### config.mk
export PLATFORM = sky130hd
export DESIGN_NAME = salc_front
export DESIGN_NICKNAME = d
export VERILOG_FILES = /design/src/hw/rtl/assert_macros.svh /design/src/hw/rtl/salc_pkg.sv /design/src/hw/rtl/salc_front.sv
export SDC_FILE = /design/constraint.sdc
export NUM_CORES = 1
export LEC_CHECK = 0
export BUFFER_PORTS_ARGS = -buffer_cell sky130_fd_sc_hd__buf_2
export CORE_MARGIN = 3
export CORE_UTILIZATION = 34
export DETAILED_ROUTE_END_ITERATION = 12
export GPL_ROUTABILITY_DRIVEN = 0
export PLACE_DENSITY = 0.84
export SLEW_MARGIN = 20
export SYNTH_ARGS = -nofsm -noshare
export SYNTH_HDL_FRONTEND = slang
export SYNTH_SLANG_ARGS = --single-unit
### constraint.sdc
create_clock -name clock -period 1.73 [get_ports clock]
set_input_delay 0 -clock clock [delete_from_list [all_inputs] [get_ports clock]]
set_output_delay 0 -clock clock [all_outputs]
set_load 0.01 [all_outputs]
### src/hw/rtl/assert_macros.svh
// Assertion macros shared by the cache directory RTL.
// Each macro samples on clock and is disabled while reset is high.
`ifndef ASSERT_MACROS_SVH
`define ASSERT_MACROS_SVH

// Same-cycle implication: when ante holds, cons must hold at the same edge.
`define SALC_ASSERT_NOW(label, ante, cons) \
   label: assert property (@(posedge clock) disable iff (reset) (ante) |-> (cons)) \
      else $error("salc same-cycle check failed");

// Next-cycle implication: when ante holds, cons must hold at the following edge.
`define SALC_ASSERT_NEXT(label, ante, cons) \
   label: assert property (@(posedge clock) disable iff (reset) (ante) |=> (cons)) \
      else $error("salc next-cycle check failed");

`endif

### src/hw/rtl/salc_pkg.sv
`timescale 1ns / 1ps
// Package for the set-associative LRU cache directory: geometry constants,
// channel payload types, the decoded item type and the set row layout. No dependencies.
package salc_pkg;

   localparam int SETS        = 256;
   localparam int WAYS        = 4;
   localparam int OFFSET_BITS = 5;
   localparam int ADDR_BITS   = 32;

   localparam int ADDR_FIELD_BITS = 32;
   localparam int EFF_ADDR_BITS   = (ADDR_BITS < ADDR_FIELD_BITS) ? ADDR_BITS : ADDR_FIELD_BITS;
   localparam int SET_BITS        = (SETS > 1) ? $clog2(SETS) : 1;
   localparam int WAY_BITS        = (WAYS > 1) ? $clog2(WAYS) : 1;
   localparam int TAG_BITS        = EFF_ADDR_BITS - OFFSET_BITS - SET_BITS;

   localparam int QUEUE_DEPTH = 2;

   localparam logic [1:0] KIND_LOAD  = 2'd0;
   localparam logic [1:0] KIND_STORE = 2'd1;

   typedef struct packed {
      logic [1:0]  kind;
      logic [31:0] address;
   } req_type;

   typedef struct packed {
      logic        hit;
      logic [1:0]  way_used;
      logic        forward_miss;
      logic [31:0] access_total;
      logic [31:0] load_total;
      logic [31:0] store_total;
      logic [31:0] hit_total;
      logic [31:0] load_hit_total;
      logic [31:0] store_hit_total;
   } rsp_type;

   // One classified access as it travels from the front to the back.
   typedef struct packed {
      logic                is_load;
      logic                is_store;
      logic [SET_BITS-1:0] set;
      logic [TAG_BITS-1:0] tag;
   } item_type;

   // Status of the queue as seen by its producer and consumer.
   typedef struct packed {
      logic avail;
      logic full;
   } queue_flags_type;

   typedef logic [WAYS-1:0][WAY_BITS-1:0] order_type;

   // One set: recency list (most recent first), way valid bits and way tags.
   typedef struct packed {
      order_type                     order;
      logic [WAYS-1:0]               valid;
      logic [WAYS-1:0][TAG_BITS-1:0] tags;
   } row_type;

   function automatic order_type reset_order();
      order_type r;
      for (int k = 0; k < WAYS; k++) begin
         r[k] = WAY_BITS'(k);
      end
      return r;
   endfunction

endpackage

### src/hw/rtl/salc_front.sv
`timescale 1ns / 1ps
// Front end of the cache directory: accepts accesses and splits them into set and tag.
// Depends on salc_pkg.
module salc_front (
   input  logic                      clock,
   input  logic                      reset,
   input  logic                      req_valid,
   output logic                      req_stall,
   input  salc_pkg::req_type         req_data,
   output logic                      push,
   output salc_pkg::item_type        push_item,
   input  salc_pkg::queue_flags_type q_flags
);
   import salc_pkg::*;

   logic     held_valid_ff, held_valid_in;
   item_type held_item_ff, held_item_in;
   logic     accept;

   assign req_stall = held_valid_ff && q_flags.full;
   assign accept    = req_valid && !req_stall;
   assign push      = held_valid_ff && !q_flags.full;
   assign push_item = held_item_ff;

   always_comb begin
      held_item_in.is_load  = (req_data.kind == KIND_LOAD);
      held_item_in.is_store = (req_data.kind == KIND_STORE);
      held_item_in.set      = req_data.address[OFFSET_BITS +: SET_BITS];
      held_item_in.tag      = req_data.address[OFFSET_BITS + SET_BITS +: TAG_BITS];
   end

   always_comb begin
      held_valid_in = held_valid_ff;
      if (accept) begin
         held_valid_in = 1'b1;
      end else if (push) begin
         held_valid_in = 1'b0;
      end
   end

   always_ff @(posedge clock) begin
      if (reset) begin
         held_valid_ff <= 1'b0;
      end else begin
         held_valid_ff <= held_valid_in;
      end
   end

   always_ff @(posedge clock) begin
      if (accept) begin
         held_item_ff <= held_item_in;
      end
   end

endmodule

==> run summary <==
Status: finished clean
Distinct cells, synth: 8
Postcts setup bufs: 0
Share of cells above drive strength 1: 0.535
TritonCTS clock tree: yes
Placed cells: 132
Hold WC Path Type: input pin to flop
Post-synthesis sequential area ratio: 0.952
Hold Path Depth: 3
Hold_sp: req_valid
WP data arrival: 1230 ps
PortBufs: 63
Minimum clock period after layout: 1210 ps
Most common cell after layout, fill and taps aside: buf_2
Static Leakage: 0.766 nW
IO Count: 70
Most frequent cells in the layout: buf_2 (63), dlygate4sd3_1 (32), edfxtp_1 (29)
# setup viols final: 0
Clock skew: 13.8 ps
Number of DRC markers in iteration 0: 12
Residual DRC: 0
Row count: 18
Worst hold slack: 303 ps
Worst-path clk slew: 100 ps
Root Driver: clkbuf_4
Final period utilization: 0.697
RSZ-0062 raised after global routing: no
DR vias: 758
Largest net degree at the start of global routing: 16
DR WL/cell: 15.0 um
Global route overflow: 0
Max-cap viol count: 0
Layout Nets: 180
Antenna Violating Nets Remaining: 0
R2r setup slk: 520 ps
Critical Path RT: 1750 ps
Sum Neg Setup Slack: 0 ps
Via density: 4.41
Post-Route WL: 2.57 mm
Die area: 3420 um2
Finished Layout Cells: 172
Final Max Tran Viols: 0
Die Span X: 58.5 um
Yosys warnings: 0
Synth Area per Inst: 25.3 um2
Fin. Hold Viols: 0
Achievable Freq: 0.829 GHz
Num CTS Buffers: 5
Syn_nets: 76
# clock sinks: 30
Number of global-route vias before repair: 831
Hold-fix buffers, CTS: 32
Drt pass-1 iters: 4
Cells after Synth: 37
Initial core utilization: 0.368
CTS H-Tree Depth: 2
Worst vdd ir: 1.02 mV
Mapped cell area: 936 um2
Total GRT Usage: 0.170
Resized Gates After CTS: 0
Worst-skew pair later-pin latency: 330 ps
Max-slew headroom: 0.873
Worst slew pin tran: 191 ps
Worst-path fanout max: 15
R2R depth: 3
FF-to-FF End: push_item[25]$_DFFE_PP_
Register bit total from synthesis: 30
Power Dens Cells: 1020 nW/um2
Core ar.: 2540 um2
Max Root-Sink Buffers: 2
FILL cells: 182
R2R Path Start: held_valid_ff$_SDFFE_PP0P_
Initial antenna violation count: 0
CP startpoint kind: flop
Area delta synth->final: 85.4%
Antenna cell count: 0
CP endpoint kind: flop
Die Ht: 58.5 um
First-pass GRT wire length: 3.91 mm
Setup CP Type: flop to flop
Min-Delay Endpoint: push_item[28]$_DFFE_PP_
metal layers:
metal,global-route usage,part of all wire
met3,0.114,0.13
met5,0,0
met1,0.160,0.34
met4,0.0927,0.031
met2,0.278,0.50
power breakdown:
group | switching, mW | internal, mW | leakage, nW
clock | 0.239 | 0.490 | 0.0585
combinational | 0.0796 | 0.108 | 0.418
sequential | 0.0105 | 0.846 | 0.290
total | 0.329 | 1.44 | 0.766
worst max-delay path, stage by stage (launching register included):
cell and delay, ps:
dfxtp_1 340, and2_4 140, nor2b_2 150, buf_4 250
area by class of cell:
type                       count  area [um2]  area share
clock buffer                   6        51.3      0.0296
clock inverter                 2        60.1      0.0346
multi-input combinational      7        45.0      0.0260
sequential                    30         891       0.513
tap                           30        37.5      0.0216
timing repair buffer          97         651       0.375
how the worst max path moves through the flow:
stage / from / slack, ps / cells past startpoint / endpoint
2_1_floorplan: held_valid_ff$_SDFFE_PP0P_ / 100 / 2 / push_item[0]$_DFFE_PP_
3_3_place_gp: held_valid_ff$_SDFFE_PP0P_ / 650 / 3 / push_item[25]$_DFFE_PP_
3_5_place_dp: held_valid_ff$_SDFFE_PP0P_ / 610 / 3 / push_item[3]$_DFFE_PP_
4_1_cts: held_valid_ff$_SDFFE_PP0P_ / 560 / 3 / held_valid_ff$_SDFFE_PP0P_
5_1_grt: held_valid_ff$_SDFFE_PP0P_ / 470 / 3 / push_item[11]$_DFFE_PP_
6_report: held_valid_ff$_SDFFE_PP0P_ / 520 / 3 / push_item[25]$_DFFE_PP_
Yosys cell counts:
master    count  share of area
a21oi_1       1         0.0053
and2_4        1         0.0094
and2b_2       1         0.0094
dfxtp_1       1          0.021
edfxtp_1     29           0.93
nor2_1        2         0.0080
nor2b_1       1         0.0067
nor2b_2       1         0.0094
per-stage QoR:
step / utilization / instance area (um2) / setup WS [ps] / power, mW
after detailed placement: 0.512 / 1300 / 610 / 1.00
after global placement: 0.512 / 1300 / 646 / 0.996
after CTS: 0.682 / 1740 / 558 / 1.78
after global routing: 0.682 / 1740 / 473 / 1.83
final: 0.682 / 1740 / 524 / 1.77
after floorplan: - / 936 / 96.5 / 0.917
cell families (layout without fill, tap and decap cells):
kind of cell | count (synthesis) | count (layout) | share of synthesized area
flip-flops | 30 | 30 | 0.952
AO/OA/AOI/OAI | 1 | 1 | 0.00534
buffers and inverters | 0 | 105 | 0
AND/OR/NAND/NOR | 6 | 6 | 0.0428
registers in the layout, summed over array words and instances, names as in the netlist:
| signal | count |
|---|---|
| push_item | 29 |
| held_valid_ff | 1 |
(Power assumes the default switching activity.)
