## src/hw/rtl/assert_macros.svh

```systemverilog
// Assertion macros shared by the cache directory RTL.
// Each macro samples on clock and is disabled while reset is high.
`ifndef ASSERT_MACROS_SVH
`define ASSERT_MACROS_SVH

// Same-cycle implication: when ante holds, cons must hold at the same edge.
`define SALC_ASSERT_NOW(label, ante, cons) \
   label: assert property (@(posedge clock) disable iff (reset) (ante) |-> (cons)) \
      else $error("salc same-cycle check failed");

// Next-cycle implication: when ante holds, cons must hold at the following edge.
`define SALC_ASSERT_NEXT(label, ante, cons) \
   label: assert property (@(posedge clock) disable iff (reset) (ante) |=> (cons)) \
      else $error("salc next-cycle check failed");

`endif

```

## src/hw/rtl/salc_pkg.sv

```systemverilog
`timescale 1ns / 1ps
// Package for the set-associative LRU cache directory: geometry constants,
// channel payload types, the decoded item type and the set row layout. No dependencies.
package salc_pkg;

   localparam int SETS        = 256;
   localparam int WAYS        = 4;
   localparam int OFFSET_BITS = 5;
   localparam int ADDR_BITS   = 32;

   localparam int ADDR_FIELD_BITS = 32;
   localparam int EFF_ADDR_BITS   = (ADDR_BITS < ADDR_FIELD_BITS) ? ADDR_BITS : ADDR_FIELD_BITS;
   localparam int SET_BITS        = (SETS > 1) ? $clog2(SETS) : 1;
   localparam int WAY_BITS        = (WAYS > 1) ? $clog2(WAYS) : 1;
   localparam int TAG_BITS        = EFF_ADDR_BITS - OFFSET_BITS - SET_BITS;

   localparam int QUEUE_DEPTH = 2;

   localparam logic [1:0] KIND_LOAD  = 2'd0;
   localparam logic [1:0] KIND_STORE = 2'd1;

   typedef struct packed {
      logic [1:0]  kind;
      logic [31:0] address;
   } req_type;

   typedef struct packed {
      logic        hit;
      logic [1:0]  way_used;
      logic        forward_miss;
      logic [31:0] access_total;
      logic [31:0] load_total;
      logic [31:0] store_total;
      logic [31:0] hit_total;
      logic [31:0] load_hit_total;
      logic [31:0] store_hit_total;
   } rsp_type;

   // One classified access as it travels from the front to the back.
   typedef struct packed {
      logic                is_load;
      logic                is_store;
      logic [SET_BITS-1:0] set;
      logic [TAG_BITS-1:0] tag;
   } item_type;

   // Status of the queue as seen by its producer and consumer.
   typedef struct packed {
      logic avail;
      logic full;
   } queue_flags_type;

   typedef logic [WAYS-1:0][WAY_BITS-1:0] order_type;

   // One set: recency list (most recent first), way valid bits and way tags.
   typedef struct packed {
      order_type                     order;
      logic [WAYS-1:0]               valid;
      logic [WAYS-1:0][TAG_BITS-1:0] tags;
   } row_type;

   function automatic order_type reset_order();
      order_type r;
      for (int k = 0; k < WAYS; k++) begin
         r[k] = WAY_BITS'(k);
      end
      return r;
   endfunction

endpackage

```

## src/hw/rtl/salc_queue.sv

```systemverilog
`timescale 1ns / 1ps
// Short queue of classified items between the front and the back of the directory.
// Depends on salc_pkg and assert_macros.svh.
`include "assert_macros.svh"
module salc_queue (
   input  logic                      clock,
   input  logic                      reset,
   input  logic                      push,
   input  salc_pkg::item_type        push_item,
   input  logic                      pop,
   output salc_pkg::item_type        head_item,
   output salc_pkg::queue_flags_type q_flags
);
   import salc_pkg::*;

   localparam int PTR_BITS   = (QUEUE_DEPTH > 1) ? $clog2(QUEUE_DEPTH) : 1;
   localparam int COUNT_BITS = $clog2(QUEUE_DEPTH + 1);

   item_type              entry_ff [QUEUE_DEPTH];
   logic [PTR_BITS-1:0]   wr_ptr_ff, wr_ptr_in;
   logic [PTR_BITS-1:0]   rd_ptr_ff, rd_ptr_in;
   logic [COUNT_BITS-1:0] count_ff, count_in;

   assign head_item     = entry_ff[rd_ptr_ff];
   assign q_flags.avail = (count_ff != '0);
   assign q_flags.full  = (count_ff == COUNT_BITS'(QUEUE_DEPTH));

   always_comb begin
      wr_ptr_in = wr_ptr_ff;
      rd_ptr_in = rd_ptr_ff;
      count_in  = count_ff;
      if (push) begin
         wr_ptr_in = (wr_ptr_ff == PTR_BITS'(QUEUE_DEPTH - 1)) ? '0 : wr_ptr_ff + 1'b1;
      end
      if (pop) begin
         rd_ptr_in = (rd_ptr_ff == PTR_BITS'(QUEUE_DEPTH - 1)) ? '0 : rd_ptr_ff + 1'b1;
      end
      if (push && !pop) begin
         count_in = count_ff + COUNT_BITS'(1);
      end else if (pop && !push) begin
         count_in = count_ff - COUNT_BITS'(1);
      end
   end

   always_ff @(posedge clock) begin
      if (reset) begin
         wr_ptr_ff <= '0;
         rd_ptr_ff <= '0;
         count_ff  <= '0;
      end else begin
         wr_ptr_ff <= wr_ptr_in;
         rd_ptr_ff <= rd_ptr_in;
         count_ff  <= count_in;
      end
   end

   always_ff @(posedge clock) begin
      if (push) begin
         entry_ff[wr_ptr_ff] <= push_item;
      end
   end

   `SALC_ASSERT_NOW(a_queue_no_underflow, pop, count_ff != '0)
   `SALC_ASSERT_NOW(a_queue_no_overflow, push, (count_ff != COUNT_BITS'(QUEUE_DEPTH)) || pop)

endmodule

```

## config.mk

```make
export PLATFORM = sky130hd
export DESIGN_NAME = salc_queue
export DESIGN_NICKNAME = d
export VERILOG_FILES = /design/src/hw/rtl/salc_pkg.sv /design/src/hw/rtl/salc_queue.sv
export VERILOG_INCLUDE_DIRS = /design/src /design/src/hw/rtl
export SDC_FILE = /design/constraint.sdc
export NUM_CORES = 1
export LEC_CHECK = 0
export BUFFER_PORTS_ARGS = -buffer_cell sky130_fd_sc_hd__clkbuf_2
export CORE_ASPECT_RATIO = 1.75
export CORE_MARGIN = 2
export CORE_UTILIZATION = 55
export DETAILED_ROUTE_END_ITERATION = 7
export GPL_TIMING_DRIVEN = 0
export PLACE_DENSITY = 0.86
export RECOVER_POWER = 50
export REMOVE_ABC_BUFFERS = 1
export SLEW_MARGIN = 10
export SYNTH_ARGS = -nofsm -noshare
export SYNTH_HDL_FRONTEND = slang
export SYNTH_SLANG_ARGS = --single-unit
export TNS_END_PERCENT = 5
```

## constraint.sdc

```tcl
create_clock -name clock -period 3.9 [get_ports clock]
set_clock_uncertainty 0.05 [all_clocks]
set_input_delay 0.585 -clock clock [delete_from_list [all_inputs] [get_ports clock]]
set_output_delay 0.585 -clock clock [all_outputs]
set_load 0.02 [all_outputs]
```

==> results of run 1 <==
## through the flow
step,power [mW],std cells,instance area [um^2]
4_1_cts,1.60,237,2880
6_report,1.58,237,2850
3_5_place_dp,1.01,221,2660
5_1_grt,1.64,237,2850
2_1_floorplan,0.936,109,2280
3_3_place_gp,0.998,221,2660
## kinds of logic (layout without fill, tap and decap cells)
family / count (synthesis) / after routing / share of synthesized area
muxes: 29 / 29 / 0.142
and+or+nand+nor: 9 / 9 / 0.0212
buffers and inverters: 4 / 80 / 0.0120
xor gates and xnor gates: 4 / 4 / 0.0152
AOI/OAI and AO/OA: 2 / 2 / 0.00434
adders and majority gates: 1 / 1 / 0.00543
DFF: 63 / 63 / 0.800
## state kept, by name, indices dropped and copies added, names as in the netlist, named ones only
| register | count |
|---|---|
| entry_ff | 58 |
| count_ff | 2 |
| wr_ptr_ff | 1 |
| rd_ptr_ff | 1 |
## where the power goes
part	leakage [nW]	total (mW)	internal [mW]	switching, mW
sequential	0.586	0.812	0.787	0.0241
combinational	0.374	0.179	0.0757	0.103
clock	0.102	0.585	0.357	0.228
## layout make-up
class / instances / area share
clock buffers: 10 / 0.0447
clock inverters: 6 / 0.0298
inverters: 1 / 0.00132
multi-input cells: 45 / 0.154
flip-flops and latches: 63 / 0.646
well taps: 49 / 0.0215
repair buffers: 63 / 0.102
## cell usage in the layout, fill, tap and decap left out
cell type	instances
a21oi_1	1
clkinvlp_4	2
dfxtp_2	1
nor2b_4	1
edfxtp_1	58
or2_2	1
inv_1	1
or3_1	1
and2b_2	1
clkinv_2	2
xnor2_1	2
xor2_1	2
bufinv_16	2
ha_1	1
mux2_2	29
dfxtp_1	4
clkbuf_2	44
clkbuf_8	9
and2_0	1
o21ai_0	1
nor2_1	4
clkbuf_1	20
## critical path, stage by stage, from the launching register on
cell      delay, ns
dfxtp_2        0.77
mux2_2         0.41
clkbuf_2       0.16
## metal layers
layer | up-vias | routed length, um | GRT usage | part of all wire
met5 | - | 0 | 0 | 0
met4 | 0 | 58 | 0.112 | 0.015
met3 | 4 | 176 | 0.0579 | 0.047
met2 | 38 | 2220 | 0.305 | 0.59
met1 | 580 | 1310 | 0.187 | 0.35
li1 | 575 | - | - | -
## worst min path at each step
stage                   from               to  cells past startpoint
6_report        push_item[0]   entry_ff[0][0]                      1
3_5_place_dp     count_ff[1]      count_ff[1]                      2
3_3_place_gp     count_ff[1]      count_ff[1]                      2
5_1_grt        push_item[20]  entry_ff[1][20]                      1
2_1_floorplan    count_ff[1]      count_ff[1]                      2
4_1_cts         push_item[7]   entry_ff[1][7]                      1
==> results.yml, run 1 <==
clock_network:
  root_buffer: "clkbuf_8"
  postCtsSetupBuffers: 0
  cts_hold_buf: 0
  cts_buffer_depth: 2
  cts_tree: "built"
  cts.htree.levels: 3
  cts_resized: 0
  clk_pin_slew_worst_paths_ns: 0.07
  cts.sinks: 63
  clk_latency_ns: 0.32
  cts-buffers-inserted: 9
routing:
  vias_per_cell: 5.05
  vias: 1197
  post-route-drc-count: 0
  first_pass_iters: 5
  drtIter0Drc: 33
  antenna_left: 0
  routed_wl_mm: 3.76
  wl_per_cell_um: 15.9
finish:
  register_area_um2: 1840
  fillers: 285
  syn_to_final_growth_pct: 23.9
  drive_above_1_share: 0.489
  fin_nets: 217
  diodes: 0
  multiInputGateArea_um2: 440
  fin_util: 0.700
place:
  numPortBuffers: 63
  dpl.hpwl_mm: 2.55
  gp_congestion: 0.670
  dp_slack_ns: 1.48
sta:
  tightest_slew_ns: 1.83
  rsz0062_at_grt: "false"
  relSlewSlack: -0.222
  min_period_over_period: 0.591
  report.final.hold_viol_count: 0
  fin_hold_ws_ns: 0.400
  tns_ns: 0
  fmax_ghz: 0.434
  min_period_ns: 2.30
  layout_setup_ws_ns: 1.60
  drv_slew: 30
  setup_viol: 0
logic_synthesis:
  synth.cell_area_um2: 2300
  ys_types: 18
  synthCells: 112
  seq_area_frac_synth: 0.800
  synthFlopType: "edfxtp_1"
  avgSynthCellArea_um2: 20.6
  synthTopCellsByCount: "edfxtp_1 (58), mux2_2 (29), dfxtp_1 (5)"
  netlist_top_cells_area: "edfxtp_1 (76%), mux2_2 (14%), dfxtp_1 (4.3%)"
  synth_most_common_cell: "edfxtp_1"
  synth-edff-count: 58
  ys_ff_latch: 63
  async_flop_share: 0
  netlist.area_leader.share: 0.757
  ys_warn_count: 0
  yosys.area.top_type: "edfxtp_1"
setup_path:
  critPathMaxFanout: 29
  worstPathArrival_ns: 1.67
  critical_path.endpoint: "head_item[14]"
  r2r_start: "wr_ptr_ff"
  start_kind: "flop"
  regToRegSetupSlack_ns: 1.62
  required_ns: 3.26
  cp-end-kind: "output port"
  r2r_end: "entry_ff[1][21]"
  path_class: "reg -> out"
  reg2reg_depth: 1
run_status:
  outcome: "finished, violations left"
  violations: "capacitance limit, slew limit"
floorplanning:
  io_pins: 64
  dieArea_um2: 4740
  fp-row-count: 31
  die_y_um: 89.6
  coreArea_um2: 4070
  initial_core_util: 0.565
  die_x_um: 52.9
global_routing:
  grt_first_pass_wirelength_mm: 5.59
  antenna_found_initial: 0
  grt_max_degree: 30
  overflow: 0
  grt_usage: 0.179
  grt_pass1_vias: 1267
power:
  p_leak_nw: 1.06
  vdd_drop_max_v: 0.000406
  power.density_nw_per_um2: 552
job:
  cap_viol_max_count: 1
min_path:
  min_path_type: "in -> reg"
No activity file was read; power rests on OpenSTA's default activity.
==> run 2: changes to the inputs <==
--- a/config.mk
+++ b/config.mk
@@ -9,10 +9,10 @@
 export BUFFER_PORTS_ARGS = -buffer_cell sky130_fd_sc_hd__clkbuf_2
 export CORE_ASPECT_RATIO = 1.75
 export CORE_MARGIN = 2
-export CORE_UTILIZATION = 55
+export CORE_UTILIZATION = 46
 export DETAILED_ROUTE_END_ITERATION = 7
 export GPL_TIMING_DRIVEN = 0
-export PLACE_DENSITY = 0.86
+export PLACE_DENSITY = 0.77
 export RECOVER_POWER = 50
 export REMOVE_ABC_BUFFERS = 1
 export SLEW_MARGIN = 10
==> constraint.sdc (replaced) <==
create_clock -name clock -period 2.1 [get_ports clock]
set_clock_uncertainty 0.05 [all_clocks]
set_input_delay 0.315 -clock clock [delete_from_list [all_inputs] [get_ports clock]]
set_output_delay 0.315 -clock clock [all_outputs]
set_load 0.02 [all_outputs]
==> results.yml, run 2 (synthesis gave the netlist of run 1 again) <==
floorplanning:
  dieArea_um2: 5610
  io_pins: 64
  die_x_um: 57.5
  die_y_um: 97.6
  coreArea_um2: 4890
  initial_core_util: 0.471
  fp-row-count: 34
place:
  dpl.hpwl_mm: 2.64
  dp.cells: 226
  gp_congestion: 0.653
  numPortBuffers: 63
  placed_area_um2: 2670
clock_network:
  root_buffer: "clkbuf_8"
  cts_tree: "built"
  cts_hold_buf: 0
  postCtsSetupBuffers: 0
  clk_pin_slew_worst_paths_ns: 0.06
  cts-buffers-inserted: 9
  clk_latency_ns: 0.32
  cts.sinks: 63
  cts.htree.levels: 3
  cts_buffer_depth: 2
power:
  vdd_drop_max_v: 0.000757
  power.density_nw_per_um2: 1020
  p_leak_nw: 1.05
  pwr-share-seq: 0.520
  power_switching_uw: 646
  p_int_mw: 2.25
  sw_frac_of_total: 0.223
  clockPowerShare: 0.366
  comb_power_share: 0.114
sta:
  rsz0062_at_grt: "false"
  relSlewSlack: 0.438
  tns_ns: 0
  fmax_ghz: 0.546
  tightest_slew_ns: 0.841
  drv_slew: 0
  min_period_over_period: 0.873
  report.final.hold_viol_count: 0
  setup_viol: 0
  min_period_ns: 1.83
setup_path:
  cp-end-kind: "output port"
  required_ns: 1.74
  cp_slowest_stage_delay_ns: 0.59
  path_cells: "mux2_2, clkbuf_2"
  worstPathArrival_ns: 1.47
  path_delay_family: "flip-flops"
  reg2reg_depth: 1
  critPathMaxFanout: 29
  cp_slowest_cell: "dfxtp_4"
  start_kind: "flop"
  critPathBufInv: 1
  path_class: "reg -> out"
  cp.depth: 2
finish:
  syn_to_final_growth_pct: 23.7
  diodes: 0
  final_area_um2: 2850
  max_flop_register: "entry_ff"
  reg_top3: "entry_ff (58), count_ff (2)"
  final_cells: 242
  largest_reg_flops: 58
  final_cell_mix: "edfxtp_1 (58), clkbuf_2 (41), mux2_2 (29)"
  final_common_cell: "edfxtp_1"
  fillers: 393
  drive_above_1_share: 0.457
  fin_nets: 217
routing:
  antenna_left: 0
  post-route-drc-count: 0
  routed_wl_mm: 3.82
  vias: 1212
  vias_per_cell: 5.01
  wl_per_cell_um: 15.8
  first_pass_iters: 3
  drtIter0Drc: 21
global_routing:
  grt_first_pass_wirelength_mm: 6.07
  grt_usage: 0.152
  met1_usage: 0.138
  antenna_found_initial: 0
  grt_pass1_vias: 1353
  grt_max_degree: 30
  grt_util_met2: 0.262
  overflow: 0
  grt_use_met3: 0.0506
  gr-max-usage-layer: "met2"
min_path:
  hold_depth: 1
  min_path_type: "in -> reg"
job:
  cap_viol_max_count: 0
run_status:
  outcome: "finished, final reports clean"
run 2: power by group through the flow:
stage | Sequential, mW | Combinational [mW] | Clock, mW
after floorplan | 1.52 | 0.220 | 0
after global placement | 1.53 | 0.330 | 0
after detailed placement | 1.54 | 0.343 | 0
after CTS | 1.51 | 0.343 | 1.09
after global routing | 1.52 | 0.355 | 1.13
final | 1.51 | 0.330 | 1.06
run 2: worst paths after layout:
check / slack [ns] / endpoint / start
worst max register to register: 0.63 / entry_ff[1][2] / wr_ptr_ff
worst min-delay path: 0.12 / entry_ff[0][22] / push_item[22]
worst max-delay path: 0.27 / head_item[9] / flop
worst min register to register: 0.46 / rd_ptr_ff / rd_ptr_ff
run 2: per-layer routing:
layer | up-vias | routed length (um)
met4 | 0 | 157
li1 | 574 | -
met3 | 14 | 172
met1 | 584 | 1280
met2 | 40 | 2200
met5 | - | 0
run 2: stage by stage:
step | hold WS [ns] | util | total power, mW | setup WS, ns
3_5_place_dp | 0.452 | 0.546 | 1.88 | -0.0637
5_1_grt | 0.105 | 0.582 | 3.01 | 0.179
4_1_cts | 0.106 | 0.587 | 2.94 | 0.000851
2_1_floorplan | 0.334 | - | 1.74 | -0.00418
3_3_place_gp | 0.422 | 0.544 | 1.86 | -0.715
6_report | 0.124 | 0.582 | 2.90 | 0.268
run 2: final cells by class:
type,instances,area [um^2],area share
sequential,63,1850,0.648
multi-input combinational,45,442,0.155
timing repair buffer,63,288,0.101
clock buffer,10,128,0.0448
clock inverter,6,75.1,0.0264
tap,54,67.6,0.0237
inverter,1,3.75,0.00132
run 2: what timing repair did:
| item | in CTS | in global routing |
|---|---|---|
| endpoints found under the hold margin | 0 | 0 |
| cloned | 0 | 0 |
| endpoints found under the setup margin | 29 | 29 |
| pin swaps | 0 | 0 |
| resized for setup | 1 | 1 |
